### src/rtl/dmtm_pkg.sv
// Shared types, constants and helpers of the depth map to triangle mesh block.
// Used by every RTL module of the block except dmtm_ram, and by its port checker.
package dmtm_pkg;

	// Default capacity of the line store in pixels.
	localparam int MAX_WIDTH_DEF = 2048;

	localparam int IMAGE_WIDTH_W = 12;
	localparam int ROW_W = 16;
	localparam int REG_IDX_W = 3;
	localparam int CFG_DATA_W = 32;
	localparam int QUEUE_DEPTH = 2;

	// Fraction bits of the Q8.24 intrinsic terms.
	localparam int QFRAC = 24;

	localparam logic [IMAGE_WIDTH_W-1:0] IMAGE_WIDTH_RST = 12'd640;
	localparam logic signed [33:0] ONE_Q16 = 34'sd65536;
	localparam logic [31:0] SAT_MAX = 32'h7FFF_FFFF;
	localparam logic [31:0] SAT_MIN = 32'h8000_0000;

	typedef enum logic [REG_IDX_W-1:0] {
		REG_IMAGE_WIDTH = 3'd0,
		REG_SCALE_X     = 3'd1,
		REG_OFFSET_X    = 3'd2,
		REG_SCALE_Y     = 3'd3,
		REG_OFFSET_Y    = 3'd4
	} reg_idx_t;

	typedef struct packed {
		logic signed [31:0] scale_x;
		logic signed [31:0] offset_x;
		logic signed [31:0] scale_y;
		logic signed [31:0] offset_y;
	} coef_t;

	typedef struct packed {
		logic        depth_valid;
		logic [31:0] depth;
		logic [15:0] red;
		logic [15:0] green;
		logic [15:0] blue;
	} pixel_t;

	// The four corners of a quad: row above / current row, left / right column.
	typedef struct packed {
		pixel_t p00;
		pixel_t p01;
		pixel_t p10;
		pixel_t p11;
	} quad_t;

	typedef enum logic [1:0] {
		CRN_00,
		CRN_01,
		CRN_10,
		CRN_11
	} corner_t;

	typedef logic [2:0] slot_t;

	localparam slot_t SLOT_FIRST = 3'd0;
	localparam slot_t SLOT_LAST  = 3'd5;

	// Vertex order of the two triangles: v00, v11, v01, then v11, v00, v10.
	function automatic corner_t slot_corner(slot_t s);
		corner_t c;
		unique case (s)
			3'd0:    c = CRN_00;
			3'd1:    c = CRN_11;
			3'd2:    c = CRN_01;
			3'd3:    c = CRN_11;
			3'd4:    c = CRN_00;
			3'd5:    c = CRN_10;
			default: c = CRN_00;
		endcase
		return c;
	endfunction

endpackage

### src/rtl/dmtm_queue.sv
// Short queue of quads between the front end and the vertex pipeline.
// Uses dmtm_pkg.
module dmtm_queue #(
	parameter int MAX_WIDTH = dmtm_pkg::MAX_WIDTH_DEF
) (
	input  logic                          clk,
	input  logic                          arst_n,
	input  logic                          push,
	input  logic [$clog2(MAX_WIDTH)-1:0]  push_col,
	input  logic [dmtm_pkg::ROW_W-1:0]    push_row,
	input  dmtm_pkg::quad_t               push_quad,
	output logic                          full,
	input  logic                          pop,
	output logic                          empty,
	output logic [$clog2(MAX_WIDTH)-1:0]  head_col,
	output logic [dmtm_pkg::ROW_W-1:0]    head_row,
	output dmtm_pkg::quad_t               head_quad
);
	import dmtm_pkg::*;

	localparam int CW  = $clog2(MAX_WIDTH);
	localparam int QAW = (QUEUE_DEPTH > 1) ? $clog2(QUEUE_DEPTH) : 1;
	localparam int QCW = $clog2(QUEUE_DEPTH + 1);

	logic [CW-1:0]    col_mem  [QUEUE_DEPTH];
	logic [ROW_W-1:0] row_mem  [QUEUE_DEPTH];
	quad_t            quad_mem [QUEUE_DEPTH];
	logic [QAW-1:0]   wr_ptr_q;
	logic [QAW-1:0]   rd_ptr_q;
	logic [QCW-1:0]   count_q;

	function automatic logic [QAW-1:0] ptr_step(logic [QAW-1:0] p);
		return (p == QAW'(QUEUE_DEPTH - 1)) ? '0 : p + QAW'(1);
	endfunction

	assign full  = count_q == QCW'(QUEUE_DEPTH);
	assign empty = count_q == '0;

	always_ff @(posedge clk or negedge arst_n) begin
		if (!arst_n) begin
			wr_ptr_q <= '0;
			rd_ptr_q <= '0;
			count_q  <= '0;
		end else begin
			if (push) begin
				wr_ptr_q <= ptr_step(wr_ptr_q);
			end
			if (pop) begin
				rd_ptr_q <= ptr_step(rd_ptr_q);
			end
			if (push && !pop) begin
				count_q <= count_q + QCW'(1);
			end else if (pop && !push) begin
				count_q <= count_q - QCW'(1);
			end
		end
	end

	always_ff @(posedge clk) begin
		if (push) begin
			col_mem[wr_ptr_q]  <= push_col;
			row_mem[wr_ptr_q]  <= push_row;
			quad_mem[wr_ptr_q] <= push_quad;
		end
	end

	assign head_col  = col_mem[rd_ptr_q];
	assign head_row  = row_mem[rd_ptr_q];
	assign head_quad = quad_mem[rd_ptr_q];

endmodule

### config.mk
export PLATFORM = sky130hd
export DESIGN_NAME = dmtm_queue
export DESIGN_NICKNAME = d
export VERILOG_FILES = /design/src/rtl/dmtm_pkg.sv /design/src/rtl/dmtm_queue.sv
export SDC_FILE = /design/constraint.sdc
export NUM_CORES = 1
export LEC_CHECK = 0
export ABC_CLOCK_PERIOD_IN_PS = 19000
export BUFFER_PORTS_ARGS = -buffer_cell sky130_fd_sc_hd__buf_4
export CAP_MARGIN = 20
export CORE_AREA = 8 8 267 269
export DETAILED_ROUTE_END_ITERATION = 10
export DIE_AREA = 0 0 275 277
export PLACE_DENSITY = 0.7
export SETUP_SLACK_MARGIN = 0.02
export SYNTH_ARGS = -nofsm -noshare
export SYNTH_HDL_FRONTEND = slang
export SYNTH_SLANG_ARGS = --single-unit
### constraint.sdc
create_clock -name clk -period 19 [get_ports clk]
set_input_delay 5.7 -clock clk [delete_from_list [all_inputs] [get_ports clk]]
set_output_delay 5.7 -clock clk [all_outputs]
set_load 0.02 [all_outputs]
# --- Word level (Yosys, flattened, before mapping) ---
# Memories as Yosys holds them, arrays and structs flattened.
# Cells that the tools add are included.
op_classes:
  n_reduce_logical: 6
  n_mux: 6
  eq_ne: 1
  addsub: 4
op_table:
  columns: ["operator", "n"]
  rows:
  - ["$mux 1", 4]
  - ["$mux 2", 2]
  - ["$add 1x1->1 const B", 2]
  - ["$add 2x1->2 const B", 1]
  - ["$eq 2x2->1 const B", 1]
  - ["$logic_and 1x1->1", 2]
  - ["$logic_not 1->1", 2]
  - ["$logic_not 2->1", 1]
  - ["$reduce_bool 2->1", 1]
  - ["$sub 2x1->2 const B", 1]
totals:
  mem_bits_rw: 702
  wordCells: 23
  output_inout_bits: 353
  in_bits: 355
  mem_count: 3
  register_bits: 4
memory_table:
  columns: ["name", "depth", "width", "read_ports", "rd_clocked_by_memory_dff", "write_ports", "line_no", "source"]
  rows:
  - ["quad_mem", 2, 324, 1, 0, 1, "dmtm_queue.sv:27", "quad_t quad_mem [QUEUE_DEPTH];"]
  - ["row_mem", 2, 16, 1, 0, 1, "dmtm_queue.sv:26", "logic [ROW_W-1:0] row_mem [QUEUE_DEPTH];"]
  - ["col_mem", 2, 11, 1, 0, 1, "dmtm_queue.sv:25", "logic [CW-1:0] col_mem [QUEUE_DEPTH];"]

# --- Depth between registers and ports, before layout ---
depth:
  depth_word: 4
  ltp_mapped: 5

# --- Worst setup path before layout ---
# Ideal clock, no wire load.
synth_path:
  kind: "input -> register"
  from: "in push"
  to: "mem col_mem[0][0] (netlist name), enable pin"
  arrival_ps: 20773
  cell_stages: 1
  path_slack_ps: -2887
  setup_ps: 1113
  cell_sequence: "nor2b_1"
synth_between:
  elab_chain_cells: 2
synth_lines:
  columns: ["element", "line_no", "source"]
  rows:
  - ["start: declaration", "dmtm_queue.sv:8", "input logic push,"]
  - ["$mux 1", "dmtm_queue.sv:60", "if (push) begin"]
  - ["$mux 1 (not written as such)", "dmtm_queue.sv:61", "col_mem[wr_ptr_q] <= push_col;"]
  - ["end: declaration", "dmtm_queue.sv:25", null]
# Every way passes these cells.

==> impl_results.md <==
- Initial antenna violation count: 14
- Sequential share of power: 0.404
- Vias: around 13000
- Pre-CTS WS: slightly below 10 ns
- Final setup fails: 0
- Hpwl dp: roughly 47000 um
- Met3 Use GR: 0.0616
- Number of global-route vias before repair: 14600
- Max frequency: between 0.1 and 0.15 GHz
- Grt ovf: 0
- Unique masters post-synth: 15
- DP Cell Count: between 2000 and 3000
- Mapped Cells: between 1000 and 1500
- Fillers: 5364
- Placed Instance Area: around 32000 um2
- Clock latency on the worst-skew pair: between 0.5 and 0.6 ns
- Reg clk slew, reported paths: roughly 0.050 ns
- I/O Buffers: ~700
- Die X: ~280 um
- CP Launch Type: register
- Switching pwr: 1.69 mW
- Logic pwr share: 0.336
- CTS Hold Bufs: 0
- Cell-internal power: between 3 and 4 mW
- Commonest non-fill, non-tap cells in the layout: buf_4, edfxtp_1, mux2_2
- Setup TNS: 0 ns
- Setup Buffers After CTS: 0
- Area grow syn2layout: 33.2%
- Pins over their slew limit: 0
- Most Frequent Cell on Critical Path: buf_4
- Global-route wire length before repair: between 90000 and 100000 um
- Synthesis warning total: 0
- Switching share of power: 0.314
- RSZ-0062 raised after global routing: false
- Top-Level Pins: 708
- Crit share post-route: 0.523
- Synthesized area: 25600 um2
- Rows: 95
- GR Layer Usage met2: 0.289
- Minimum clock period: approximately 9.9 ns
- Clock Sinks: approximately 710
- Antenna Nets Post-Route: 0
- Largest stage delay on the critical path: 1.06 ns
- Final WS setup: between 9 and 10 ns
- Final Wtd Congestion: about 0.87
- CTS resizes: 0
- Final instance area: roughly 34000 um2
- Max_cap viols: 0
- Drt first pass iters: 6
- Layout Utilization: 0.512
- CTS root buf: clkbuf_16
- CP Cell Sequence: buf_4 > buf_4 > mux2_2 > buf_4
- Final nets: ~2200
- Worst hold margin: between 0.5 and 0.6 ns
- Power share of the clock group: 0.260
- Crit path buf inv count: 3
- Top Usage Layer GRT: met2
- Req. time, crit path: between 10 and 15 ns
- Slowest-stage cell, CP: dfrtp_4
- Syn Area/Cell: roughly 23 um2
- Fin cells: 2800
- CP top delay family: buffers and inverters
- Drt via density: about 4.7
- TritonCTS clock tree: built
- Worst Tran Pin Value: about 1.1 ns
- Crit path arrival time: roughly 4.2 ns
- CORE AREA: roughly 67000 um2
- Slew margin rel.: 0.286
- Fin. Hold Viols: 0
- DRC viols: 0
- Worst Path Max Fanout: 80
- Initial Util: 0.384
- Clock buffer depth: 3
- Post-Syn Nets: 1464
- CP Class: register to output pin
- Commonest non-fill, non-tap cell in the layout: buf_4
- Layout Skew: approximately 0.024 ns
- Critical Path End Type: output pin
- WL/cell: roughly 23 um
- Yosys reg bits: 706
- P per Cell Area: 157 nW/um2
- Final Total Pwr: ~5.4 mW
- Pleak: 12.7 nW
- VDD IR-drop max: between 0.09 and 0.1 mV
- H-tree levels: 3
- CTS buffer count: 73
- Initial DRC count: ~800
- Met1 Resource Use GR: 0.160
- Status: complete, no violations
- Die Y: 277 um
- Seq/Total Area, Yosys: 0.826
- DIE AREA: ~76000 um2
- Pin count of the biggest net entering global routing: between 150 and 200
- GRT Total Usage: 0.162
- Layout cell share with drive strength beyond 1: 0.592
- Worst min path class: register to register
- Wirelength, routed: 64900 um
## power groups by stage
stage / clock [mW] / sequential, mW / combinational (mW)
global placement: 0 / 2.19 / 1.81
finish: 1.40 / 2.17 / 1.81
global route: 1.50 / 2.19 / 1.90
floorplan: 0 / 2.26 / 1.14
detailed placement: 0 / 2.20 / 1.83
CTS: 1.44 / 2.17 / 1.84
## flip-flops by register name (all words and copies together) (netlist names)
signal,flops
rd_ptr_q,1
row_mem,32
count_q,2
quad_mem,648
col_mem,22
wr_ptr_q,1
## area by class of cell
class                      instances  area, um2  area share
antenna                           13       32.5    0.000952
clock buffer                      89       1930      0.0565
clock inverter                    36        413      0.0121
inverter                           1       3.75    0.000110
multi-input combinational        362       4080       0.119
sequential                       706      21200       0.620
tap                              873       1090      0.0320
timing repair buffer             720       5440       0.159
## synth_stat cells (all sizes together)
| library cell | instances | area [um2] |
|---|---|---|
| buf | 39 | 392 |
| nor2b | 2 | 12.5 |
| nor2 | 2 | 7.51 |
| xnor2 | 1 | 8.76 |
| mux2 | 351 | 3990 |
| xor2 | 4 | 35.0 |
| dfrtp | 4 | 100 |
| and2 | 1 | 6.26 |
| inv | 1 | 3.75 |
| ha | 1 | 12.5 |
| edfxtp | 702 | 21100 |
## logic make-up (layout without fill, tap and decap cells)
kind of cell	after synthesis	count (layout)	synth area share
XOR/XNOR	5	5	0.00171
buffers and inverters	40	846	0.0154
flip-flops	706	706	0.826
other	0	13	0
AND/OR/NAND/NOR	5	5	0.00102
adder cells (fa/ha/maj)	1	1	0.000488
multiplexers	351	351	0.156
## routing by layer
metal	up-vias	wire [um]
met1	6551	21600
met4	2	2820
met5	-	12
met3	146	6120
met2	567	34400
li1	5963	-
## worst paths after layout
check / end / cells after the start / from / slack (ns)
worst max-delay path: head_quad[160] / 4 / rd_ptr_q / 9.07
worst min-delay path: count_q[1] / 1 / count_q[1] / 0.51
worst max register to register: quad_mem[0][35] / 5 / wr_ptr_q / 15.40
worst min register to register: count_q[1] / 1 / count_q[1] / 0.51
max in group asynchronous: rd_ptr_q / 1 / arst_n / 13.98
min in group asynchronous: count_q[1] / 1 / arst_n / 4.91
No activity file was read; power rests on OpenSTA's default activity.
